===== config.mk =====
export PLATFORM = sky130hd
export DESIGN_NAME = rmt_div
export DESIGN_NICKNAME = d
export VERILOG_FILES = /design/src/rtl/rmt_pkg.sv /design/src/rtl/rmt_div.sv
export SDC_FILE = /design/constraint.sdc
export NUM_CORES = 1
export LEC_CHECK = 0
export BUFFER_PORTS_ARGS = -buffer_cell sky130_fd_sc_hd__buf_4
export CAP_MARGIN = 20
export CORE_MARGIN = 1
export CORE_UTILIZATION = 43
export CTS_CLUSTER_DIAMETER = 30
export DETAILED_ROUTE_END_ITERATION = 12
export HOLD_SLACK_MARGIN = 0.12
export PLACE_DENSITY = 0.75
export SYNTH_ARGS = -nofsm -noshare
export SYNTH_HDL_FRONTEND = slang
export SYNTH_SLANG_ARGS = --single-unit

===== constraint.sdc =====
create_clock -name clk_i -period 5.75 [get_ports clk_i]
set_clock_uncertainty 0.1 [all_clocks]
set_input_delay 0.575 -clock clk_i [delete_from_list [all_inputs] [get_ports clk_i]]
set_output_delay 0.575 -clock clk_i [all_outputs]
set_load 0.02 [all_outputs]

===== src/rtl/rmt_pkg.sv =====
// Shared constants, types and helpers of the regret-matching table.
// No dependencies.
package rmt_pkg;

  localparam int NumSets    = 256;
  localparam int MaxActions = 4;
  localparam int SetW       = 8;
  localparam int ActW       = 2;
  localparam int AddrW      = SetW + ActW;
  localparam int Depth      = NumSets * MaxActions;
  localparam int SumW       = 32;
  localparam int ProbW      = 17;
  localparam int CfgW       = 19;
  localparam int IterW      = 20;
  localparam int ReachW     = 17;
  localparam int UtilW      = 32;
  localparam int RemW       = 35;
  localparam int TotalW     = 34;

  localparam logic [CfgW-1:0] RegretDiscRst = 19'd43691;
  localparam logic [CfgW-1:0] StratDiscRst  = 19'd131072;

  typedef enum logic [1:0] {
    FUNC_CUR  = 2'd0,
    FUNC_AVG  = 2'd1,
    FUNC_UPD  = 2'd2,
    FUNC_DISC = 2'd3
  } func_e;

  typedef enum logic {
    REG_REGRET_DISC = 1'b0,
    REG_STRAT_DISC  = 1'b1
  } cfg_reg_e;

  typedef struct packed {
    logic             we;
    logic [AddrW-1:0] addr;
    logic [SumW-1:0]  data;
  } mem_wr_t;

  function automatic logic [ProbW-1:0] uniform_prob(input logic [2:0] cnt);
    logic [ProbW-1:0] p;
    case (cnt)
      3'd1:    p = 17'd65536;
      3'd2:    p = 17'd32768;
      3'd3:    p = 17'd21845;
      3'd4:    p = 17'd16384;
      default: p = '0;
    endcase
    return p;
  endfunction

  function automatic logic [SumW-1:0] sat_sum(input logic [RemW-1:0] v);
    return (|v[RemW-1:SumW]) ? {SumW{1'b1}} : v[SumW-1:0];
  endfunction

endpackage


===== src/rtl/rmt_div.sv =====
// Restoring divider, one quotient bit per cycle, 17-bit quotient.
// Depends on rmt_pkg.
module rmt_div (
  input  logic                      clk_i,
  input  logic                      rst_ni,
  input  logic                      start_i,
  input  logic [rmt_pkg::RemW-1:0]  rem0_i,
  input  logic [rmt_pkg::ProbW-1:0] low_i,
  input  logic [rmt_pkg::RemW-1:0]  den_i,
  output logic                      done_o,
  output logic [rmt_pkg::ProbW-1:0] quot_o
);
  import rmt_pkg::*;

  logic [RemW-1:0]  rem_q, den_q;
  logic [ProbW-1:0] low_q, quot_q;
  logic [4:0]       cnt_q;
  logic             run_q, done_q;
  logic [RemW:0]    sh;
  logic             ge;

  assign sh = {rem_q, low_q[ProbW-1]};
  assign ge = sh >= {1'b0, den_q};

  always_ff @(posedge clk_i or negedge rst_ni) begin
    if (!rst_ni) begin
      run_q  <= 1'b0;
      done_q <= 1'b0;
      cnt_q  <= '0;
    end else begin
      done_q <= 1'b0;
      if (start_i) begin
        run_q <= 1'b1;
        cnt_q <= '0;
      end else if (run_q) begin
        cnt_q <= cnt_q + 5'd1;
        if (cnt_q == 5'(ProbW - 1)) begin
          run_q  <= 1'b0;
          done_q <= 1'b1;
        end
      end
    end
  end

  always_ff @(posedge clk_i) begin
    if (start_i) begin
      rem_q <= rem0_i;
      low_q <= low_i;
      den_q <= den_i;
    end else if (run_q) begin
      rem_q  <= ge ? RemW'(sh - {1'b0, den_q}) : sh[RemW-1:0];
      low_q  <= {low_q[ProbW-2:0], 1'b0};
      quot_q <= {quot_q[ProbW-2:0], ge};
    end
  end

  assign done_o = done_q;
  assign quot_o = quot_q;
endmodule


==> Word-level counts from Yosys, hierarchy flattened <==
Index checks and enable logic that the tools add are counted.
Widths: inputs -> output; s select.
{ "word_totals": {"reg_bits": 111, "latchBits": 0, "mem_bits_rw": 0, "mem_bits_ro": 0, "input_bits": 90, "word_cells": 27, "memories": 0} }
{ "classes": {"add_sub_neg": 2, "multipliers": 0, "div": 0, "n_lt_le_gt_ge": 1, "eq_ne": 1, "shifts": 0, "mux": 13, "bitwise_logic": 1, "n_reduce_logical": 2} }
{ "ops": {"columns": ["operator", "n"], "rows": [
  ["$mux 35", 3],
  ["$ge 36x35->1", 1],
  ["$sub 35x35->35", 1],
  ["$mux 17", 2],
  ["$mux 5", 2],
  ["$mux 1", 6],
  ["$add 5x1->5 const B", 1],
  ["$eq 5x5->1 const B", 1],
  ["$reduce_and 2->1", 1],
  ["$reduce_bool 2->1", 1],
  ["$not 1->1", 1]
]} }

==> Depth between registers and ports, before layout <==
Gate-level depths: netlist (run 1).
{ "depth": {"ltp_word": 4, "mapped_depth": 14, "mapped_depth_nobuf": 13} }

==> Least setup slack after synthesis (run 1) <==
No wires, ideal clock.
{ "synth_timing": {"path_type": "register to register", "from": "register den_q[0]", "to": "register rem_q[19] (data pin)", "arrival_ns": 2.855, "required_ns": 5.390, "slack_ns": 2.535, "stages_incl_launch_ff": 14, "path_buffers": 1, "period_less_slack_ns": 3.215, "cell_sequence": "edfxtp_1 -> ha_1 -> fa_1 -> nand2b_1 -> a21oi_1 -> o21ai_1 -> a21oi_2 -> a21oi_2 -> o21ai_2 -> a31oi_4 -> inv_2 -> buf_6 -> mux2_2 -> mux2_2"} }
{ "synth_between": {"elab_chain_cells": 4, "word_cells_on_any_way": 5} }
{ "synth_rtl": {"columns": ["element", "line", "source"], "rows": [
  ["start, declared", "rmt_div.sv:15", "logic [RemW-1:0] rem_q, den_q;"],
  ["start signal, assigned", "rmt_div.sv:49", "den_q <= den_i;"],
  ["$sub 35x35->35 or $ge 36x35->1 (tied branches)", "rmt_div.sv:51, rmt_div.sv:23", null],
  ["$mux 35 (*)", "rmt_div.sv:51", "rem_q <= ge ? RemW'(sh - {1'b0, den_q}) : sh[RemW-1:0];"],
  ["$mux 35 (*)", "rmt_div.sv:50", "end else if (run_q) begin"],
  ["$mux 35 (*)", "rmt_div.sv:46", "if (start_i) begin"],
  ["end signal, assigned", "rmt_div.sv:47", "rem_q <= rem0_i;"],
  ["end signal, assigned", "rmt_div.sv:51", null],
  ["end, declared", "rmt_div.sv:15", null]
]} }
Every way passes the cells marked *; elsewhere a longest branch is shown, timed or not. The select of a mux whose other input is x is not followed.
A chain may end at the register's enable or synchronous reset.

==> Worst setup path after layout (run 1) <==
Ends and elaborated chain as after synthesis.

==> flow_summary.json, run 1 <==
{
  "die_w_um": 126,
  "drt-pass1-iter-count": 4,
  "status": "completed",
  "rows": 44,
  "ir_worst_vdd_mv": 0.225,
  "fmax_ghz": 0.246,
  "avgSynthCellArea_um2": 11.9,
  "drive_gt1_frac": 0.283,
  "die_h_um": 126,
  "place.gp.congestion": 0.869,
  "ctsResizeCount": 0,
  "portBuffers": 107,
  "stdcell_count": 842,
  "grt.total_usage": 0.189,
  "grt_max_degree": 65,
  "layout_commonest_cell": "buf_4",
  "crit_path_end_kind": "flop",
  "clock-sinks": 111,
  "cap_viol_max_count": 0,
  "viasPerCell": 5.46,
  "ys_seq_area_frac": 0.501,
  "synth_nets": 681,
  "worst_slew_pin_slew_ns": 0.741,
  "vias": 4598,
  "synth_top_family_by_area": "compound AO/OA/AOI/OAI gates",
  "area_growth_syn_to_layout_pct": 18.7,
  "synthAdderAreaFrac": 0.0734,
  "cts_setup_buffers": 0,
  "ys_warn_count": 0,
  "critical_path_class": "reg2reg",
  "numCtsBuffers": 9,
  "initial_utilization": 0.446,
  "hpwl_um": 10300,
  "io_pins": 108,
  "synth_cells": 553,
  "critPathMaxFanout": 32,
  "grt_pass1_wl_um": 23400,
  "overflow": 0,
  "clock_latency_ns": 0.36,
  "final_cell_mix": "110 x buf_4, 104 x edfxtp_1, 44 x inv_1",
  "ant_nets": 0,
  "antenna_cells": 0,
  "finalSetupViolations": 0,
  "synth-edff-count": 104,
  "synth.cell_area_um2": 6580,
  "clkSlewWorstSetupHoldPaths_ns": 0.08,
  "cp.arrival_ns": 4.08,
  "wl_per_cell_um": 16.9,
  "min_period_ns": 4.07,
  "holdBufCountCts": 1,
  "antenna_found_initial": 0,
  "synth_flop_cell": "edfxtp_1",
  "report.final.slew_viol_count": 0,
  "grt_pass1_vias": 4766,
  "clock-root-buffer": "clkbuf_16",
  "p_leak_nw": 3.27,
  "ys_async_sr_fraction": 0.0631,
  "first_iter_violations": 248,
  "cp-start-kind": "flop",
  "fin_nets": 781,
  "htreeDepth": 3,
  "drt_wl_total_um": 14200,
  "cts_buffer_depth": 2,
  "synthMuxAreaShare": 0.103,
  "worst_ep_required_time_ns": 5.76,
  "finalSetupTns_ns": 0,
  "place_ws_ns": 1.68,
  "netlist-cell-type-count": 68,
  "synth_seq_cells": 111,
  "dp.cells": 825,
  "cts_tree": "yes",
  "hold_path_class": "in2reg",
  "synth_simple_gate_area_frac": 0.0979,
  "core_um2": 14800,
  "synth-xor-area-share": 0.0426,
  "p_per_area_nw_per_um2": 485,
  "synth_compound_area_frac": 0.139,
  "max-slew-margin-rel": 0.505,
  "grt_setup_unrepaired": "false",
  "die_area_um2": 15800,
  "final_hold_viol_count": 0,
  "drc": 0,
  "setup_ws_ns": 1.68,
  "fin_crit_sh": 0.708
}
==> area by class of cell <==
cell class	count	area [µm²]
multi-input combinational	375	3000
tap	184	230
clock buffer	11	233
timing repair buffer	111	836
inverter	45	169
clock inverter	5	46.3
sequential	111	3300
fill	1339	6940
==> layer usage <==
layer  vias up  track usage  routed length [µm]
met5         -            0                   0
met2       103        0.319                6900
met1      2228        0.232                6360
met3        15       0.0540                 717
li1       2252            -                   -
met4         0       0.0617                 234
==> path summary, 6_finish.rpt <==
check	start	endpoint	slack, ns	depth (start not counted)
min reg2reg	quot_o[5]	quot_o[6]	0.36	0
max in group asynchronous	rst_ni	cnt_q[0]	4.98	2
max	den_q[0]	rem_q[19]	1.68	12
min	den_i[31]	den_q[31]	0.28	1
min in group asynchronous	rst_ni	cnt_q[2]	0.45	2
max reg2reg	den_q[0]	rem_q[19]	1.68	12
==> cell usage after synthesis (4+ instances only) <==
library cell	instances	area, µm²
nand2b_1	4	25.0
mux2_2	41	462
inv_1	44	165
nand3_1	5	25.0
nand4_1	10	62.6
buf_2	6	30.0
ha_1	37	463
nor3b_1	7	52.6
a221o_1	7	70.1
dfrtp_1	7	175
nand2_1	28	105
nor3_1	5	25.0
mux2_1	15	169
edfxtp_1	104	3120
xnor2_1	20	175
nor2b_1	11	68.8
o21ai_1	5	25.0
a21o_1	14	105
mux2i_1	5	50.1
nor2_1	25	93.8
o21bai_1	7	52.6
a21oi_1	37	185
o21ai_0	15	75.1
clkbuf_1	12	45.0
o21a_1	5	37.5
and3_1	4	25.0
xor2_1	12	105
==> sequential cells by signal (all words and copies together) (netlist names) <==
signal / cells
run_q: 1
done_o: 1
quot_o: 17
low_q: 17
cnt_q: 5
den_q: 35
rem_q: 35
==> report_power, final <==
part / switching (W) / internal (W)
sequential: 0.0000929 / 0.00112
clock: 0.000299 / 0.000303
combinational: 0.00106 / 0.000914
total: 0.00145 / 0.00234
==> logic make-up after synthesis <==
logic type / Yosys count
compound gates: 125
fa+ha+maj: 38
xor+xnor: 32
buf+inv: 67
simple gates: 119
flops: 111
mux: 61
==> per-stage QoR <==
| stage | utilization | power, W | area, µm² | hold slack (ns) |
|---|---|---|---|---|
| 2_1_floorplan | - | 0.00278 | 6580 | 0.179 |
| 3_3_place_gp | 0.510 | 0.00313 | 7520 | 0.287 |
| 3_5_place_dp | 0.510 | 0.00318 | 7520 | 0.290 |
| 4_1_cts | 0.530 | 0.00380 | 7810 | 0.270 |
| 5_1_grt | 0.530 | 0.00406 | 7810 | 0.265 |
| 6_report | 0.530 | 0.00379 | 7810 | 0.285 |
==> worst max-delay path: stages, from the launching register on <==
cell and delay [ns]:
edfxtp_1 0.37, ha_1 0.23, fa_1 0.40, nand2b_1 0.19, a21oi_1 0.18, o21ai_1 0.14, a21oi_2 0.31, a21oi_2 0.13
o21ai_2 0.22, a31oi_4 0.25, inv_2 0.63, mux2_2 0.40, mux2_2 0.25
No activity file was read; power rests on OpenSTA's default activity.
==> run 2, diff against run 1 <==
==> constraint.sdc (replaced) <==
create_clock -name clk_i -period 3.8 [get_ports clk_i]
set_clock_uncertainty 0.1 [all_clocks]
set_input_delay 0.38 -clock clk_i [delete_from_list [all_inputs] [get_ports clk_i]]
set_output_delay 0.38 -clock clk_i [all_outputs]
set_load 0.02 [all_outputs]
==> run 2 against run 1 <==
  * Clock power grew 69%
  * First-iteration DRC count grew 17%
  * Power grew 57%
  * Die area is the same
  * Worst setup slack lost 1.4 ns
  * Largest cell class unchanged
  * Highest routed layer unchanged
==> flow_summary.json, run 2 (synthesis results as in run 1) <==
{
  "layout_commonest_cell": "buf_4",
  "critPathMaxFanout": 20,
  "rows": 44,
  "antenna_found_initial": 0,
  "p_leak_nw": 3.46,
  "portBuffers": 107,
  "clock-root-buffer": "clkbuf_16",
  "ir_worst_vdd_mv": 0.350,
  "first_iter_violations": 290,
  "overflow": 0,
  "fin_util": 0.560,
  "worst_ep_required_time_ns": 3.81,
  "design_area_um2": 8260,
  "core_um2": 14800,
  "io_pins": 108,
  "hpwl_um": 10300,
  "r2r_end": "rem_q[4]",
  "clock_latency_ns": 0.36,
  "numCtsBuffers": 9,
  "cp-start-kind": "flop",
  "top_regs": "den_q x35, rem_q x35",
  "fin_nets": 821,
  "hold_path_class": "in2reg",
  "final_hold_viol_count": 0,
  "antenna_cells": 0,
  "grt.total_usage": 0.191,
  "drt_wl_total_um": 14500,
  "finalSetupTns_ns": 0,
  "cp.arrival_ns": 3.51,
  "status": "completed",
  "vias": 4778,
  "die_area_um2": 15800,
  "viasPerCell": 5.42,
  "die_h_um": 126,
  "hold_depth": 2,
  "die_w_um": 126,
  "drc": 0,
  "place.gp.congestion": 0.874,
  "clock-sinks": 111,
  "max-slew-margin-rel": 0.393,
  "grt_pass1_vias": 4923,
  "hp-start": "low_i[0]",
  "finalSetupViolations": 0,
  "cts_tree": "yes",
  "hold_path_end": "low_q[0]",
  "grt_max_degree": 73,
  "cap_viol_max_count": 0,
  "worstRegToRegCells": 13,
  "wl_per_cell_um": 16.4,
  "report.final.slew_viol_count": 0,
  "worst_slew_pin_slew_ns": 0.911,
  "initial_utilization": 0.446,
  "drt-pass1-iter-count": 4,
  "crit_path_end_kind": "flop",
  "drive_gt1_frac": 0.277,
  "min_period_ns": 3.50,
  "htreeDepth": 3,
  "grt_setup_unrepaired": "false",
  "grt_pass1_wl_um": 23900,
  "critical_path_class": "reg2reg",
  "power.total_w": 0.00596,
  "cts_buffer_depth": 2,
  "placed_area_um2": 7570,
  "fin_crit_sh": 0.921,
  "fmax_ghz": 0.286,
  "area_growth_syn_to_layout_pct": 25.5,
  "clkSlewWorstSetupHoldPaths_ns": 0.08,
  "rrSetupSlack_ns": 0.30,
  "r2r-start": "den_q[0]",
  "final_cell_mix": "114 x buf_4, 104 x edfxtp_1, 44 x inv_1",
  "ant_nets": 0,
  "p_per_area_nw_per_um2": 722
}
## run 2: cell count changes in the layout (fill, tap and decap cells not counted)
cell,change
buf_12,+1
buf_4,+4
bufinv_16,+1
clkbuf_1,-2
clkinv_8,+2
dlygate4sd3_1,+35
inv_6,-1
## run 2: cell type report
cell class	instances	area, µm²
clock buffer	9	225
clock inverter	7	100
fill	1239	6490
inverter	45	169
multi-input combinational	375	3000
sequential	111	3300
tap	184	230
timing repair buffer	151	1240
## run 2: worst max-delay path by stage
stage | slack (ns) | depth (start not counted) | from | to
after floorplan | 0.59 | 13 | den_q[0] | rem_q[19]
after global placement | 0.42 | 13 | den_q[0] | rem_q[2]
after detailed placement | 0.28 | 13 | den_q[0] | rem_q[4]
after CTS | 0.25 | 13 | den_q[0] | rem_q[4]
after global routing | 0.07 | 13 | den_q[0] | rem_q[8]
final | 0.30 | 13 | den_q[0] | rem_q[4]
## run 2: repair_timing
action | in CTS | in global routing
gates resized for setup | 0 | 0
buffers inserted | 0 | 0
hold endpoints to repair | 42 | 0
hold buffers | 36 | 0
## run 2: critical path, stage by stage (launching register included)
cell and delay [ns]:
edfxtp_1 0.38, ha_1 0.24, fa_1 0.41, nand2b_1 0.18
a21oi_1 0.19, o21ai_1 0.13, a21oi_2 0.19, a21oi_2 0.10
o21ai_2 0.22, a31oi_4 0.12, inv_2 0.19, buf_12 0.20
mux2_1 0.34, mux2_2 0.26
## run 2: power by group
| group | leakage, nW | internal, W | total (W) | switching, W |
|---|---|---|---|---|
| Sequential | 1.15 | 0.00169 | 0.00183 | 0.000135 |
| Clock | 0.158 | 0.000534 | 0.00102 | 0.000487 |
| Combinational | 2.15 | 0.00147 | 0.00311 | 0.00164 |
| Total | 3.46 | 0.00370 | 0.00596 | 0.00227 |
## run 2: layer usage
| metal | global-route usage | routed length (µm) |
|---|---|---|
| met2 | 0.325 | 7060 |
| met5 | 0 | 0 |
| met3 | 0.0506 | 741 |
| met4 | 0.0538 | 247 |
| met1 | 0.239 | 6460 |
## run 2: stage by stage
step | setup WS [ns] | instances | hold slack (ns)
floorplan | 0.585 | 553 | -0.0156
CTS | 0.255 | 882 | 0.189
finish | 0.300 | 882 | 0.202
global route | 0.0727 | 882 | 0.185
global placement | 0.418 | 830 | 0.0908
detailed placement | 0.284 | 830 | 0.0970
==> run 3, diff against run 2 <==
--- a/config.mk
+++ b/config.mk
@@ -13,6 +13,7 @@
 export DETAILED_ROUTE_END_ITERATION = 12
 export HOLD_SLACK_MARGIN = 0.12
 export PLACE_DENSITY = 0.75
+export RECOVER_POWER = 25
 export SYNTH_ARGS = -nofsm -noshare
 export SYNTH_HDL_FRONTEND = slang
 export SYNTH_SLANG_ARGS = --single-unit
==> run 3 against run 2 <==
  * The flow now finishes with violations (capacitance limit, slew limit)
  * Non-clock buffer count unchanged
  * Power decreased by 0.14%
  * Maximum frequency about the same
  * Via count decreased by 0.40%
  * Combinational power about the same
  * Cell count unchanged
  * Worst setup slack about the same
  * Clock power about the same
  * Worst hold slack about the same
  * Register-to-register slack about the same
  * First-iteration DRC count decreased by 2.4%
  * Critical path type unchanged
  * Largest cell class unchanged
==> flow_summary.json, run 3 (synthesis results as in run 1) <==
{
  "status": "finished, violations left",
  "violations": "capacitance limit, slew limit",
  "top_regs": "den_q x35, rem_q x35",
  "cts_tree": "yes",
  "portBuffers": 107,
  "drt_wl_total_um": 14500,
  "crit_path_end_kind": "flop",
  "report.final.slew_viol_count": 45,
  "critPathMaxFanout": 20,
  "first_iter_violations": 283,
  "hp-start": "low_i[0]",
  "die_h_um": 126,
  "core_um2": 14800,
  "antenna_found_initial": 0,
  "route.met3.wl_um": 730,
  "max-slew-margin-rel": -0.283,
  "grt_pass1_wl_um": 23900,
  "r2r-start": "den_q[0]",
  "min_period_ns": 3.50,
  "critical_path_class": "reg2reg",
  "clock_latency_ns": 0.36,
  "io_pins": 108,
  "grt.total_usage": 0.191,
  "top_layer": "met4",
  "viasPerCell": 5.40,
  "multi_input_area_um2": 3000,
  "fillerInstances": 1241,
  "die_w_um": 126,
  "fin_crit_sh": 0.921,
  "hold_path_end": "low_q[0]",
  "p_per_area_nw_per_um2": 722,
  "drc": 0,
  "final_hold_viol_count": 0,
  "p_leak_nw": 3.45,
  "grt_pass1_vias": 4923,
  "hold_depth": 2,
  "r2r_end": "rem_q[4]",
  "worst_ep_required_time_ns": 3.81,
  "drt-pass1-iter-count": 5,
  "cp-start-kind": "flop",
  "fmax_ghz": 0.286,
  "layout_commonest_cell": "edfxtp_1",
  "wl_per_cell_um": 16.4,
  "wl_met1_um": 6460,
  "cts_buffer_depth": 2,
  "rrSetupSlack_ns": 0.30,
  "clock-sinks": 111,
  "worstRegToRegCells": 13,
  "grt_max_degree": 73,
  "worst_slew_pin_slew_ns": 1.92,
  "hold_path_class": "in2reg",
  "hold_ws_ns": 0.202,
  "place.gp.congestion": 0.874,
  "finalSetupTns_ns": 0,
  "rows": 44,
  "dr_wl_met2_um": 7100,
  "initial_utilization": 0.446,
  "ctsResizeCount": 0,
  "cap_viol_max_count": 1,
  "overflow": 0,
  "final_cell_mix": "104 x edfxtp_1, 88 x buf_4, 44 x inv_1",
  "vias": 4759,
  "hpwl_um": 10300,
  "clock-root-buffer": "clkbuf_16",
  "die_area_um2": 15800,
  "finalSetupViolations": 0,
  "area_growth_syn_to_layout_pct": 25.4,
  "drive_gt1_frac": 0.274,
  "clkSlewWorstSetupHoldPaths_ns": 0.08,
  "htreeDepth": 3,
  "grt_setup_unrepaired": "false",
  "ant_nets": 0,
  "fin_nets": 821,
  "numCtsBuffers": 9,
  "seq_area_um2": 3300,
  "ir_worst_vdd_mv": 0.351,
  "cp.arrival_ns": 3.51,
  "antenna_cells": 0
}
[run 3: cell count changes in the layout (fill, tap and decap cells not counted), sizes merged]
| cell | previous run | this run |
|---|---|---|
| buf | 115 | 89 |
| clkbuf | 9 | 35 |
[run 3: worst max path at each step]
stage | from | end | slack, ns | cells after the start
after floorplan | den_q[0] | rem_q[19] | 0.59 | 13
after global placement | den_q[0] | rem_q[2] | 0.42 | 13
after detailed placement | den_q[0] | rem_q[4] | 0.28 | 13
after CTS | den_q[0] | rem_q[4] | 0.25 | 13
after global routing | den_q[0] | rem_q[8] | 0.07 | 13
final | den_q[0] | rem_q[4] | 0.30 | 13
[run 3: where the power goes]
group          total, W  internal (W)  switching [W]
sequential      0.00183       0.00169       0.000135
combinational   0.00311       0.00147        0.00164
clock           0.00102      0.000534       0.000486
[run 3: what timing repair did]
action / in CTS / in global routing
endpoints found under the hold margin: 42 / 0
hold buffers: 36 / 0
endpoints found under the setup margin: 0 / 0
setup buffers: 0 / 0
[run 3: final cells by class]
type,count,share of cell area
clock inverter,7,0.0121
sequential,111,0.400
multi-input combinational,375,0.364
tap,184,0.0279
timing repair buffer,151,0.149
clock buffer,9,0.0273
inverter,45,0.0205
[run 3: per-stage QoR]
| stage | utilization | setup WS, ns | total power [W] | instances | cell area (µm²) |
|---|---|---|---|---|---|
| 3_5_place_dp | 0.513 | 0.284 | 0.00489 | 830 | 7570 |
| 3_3_place_gp | 0.513 | 0.418 | 0.00479 | 830 | 7570 |
| 4_1_cts | 0.560 | 0.255 | 0.00597 | 882 | 8260 |
| 5_1_grt | 0.559 | 0.0727 | 0.00637 | 882 | 8250 |
| 6_report | 0.559 | 0.300 | 0.00596 | 882 | 8250 |
| 2_1_floorplan | - | 0.585 | 0.00421 | 553 | 6580 |
[run 3: per-layer routing]
layer  vias up  global-route usage
li1       2335                   -
met1      2278               0.239
met2       133               0.325
met3        13              0.0506
met4         0              0.0538
met5         -                   0
[run 3: worst max-delay path, stage by stage, from the launching register on]
cell,delay (ns)
edfxtp_1,0.38
ha_1,0.24
fa_1,0.41
nand2b_1,0.18
a21oi_1,0.19
o21ai_1,0.13
a21oi_2,0.19
a21oi_2,0.10
o21ai_2,0.22
a31oi_4,0.12
inv_2,0.20
buf_12,0.20
mux2_1,0.34
mux2_2,0.26
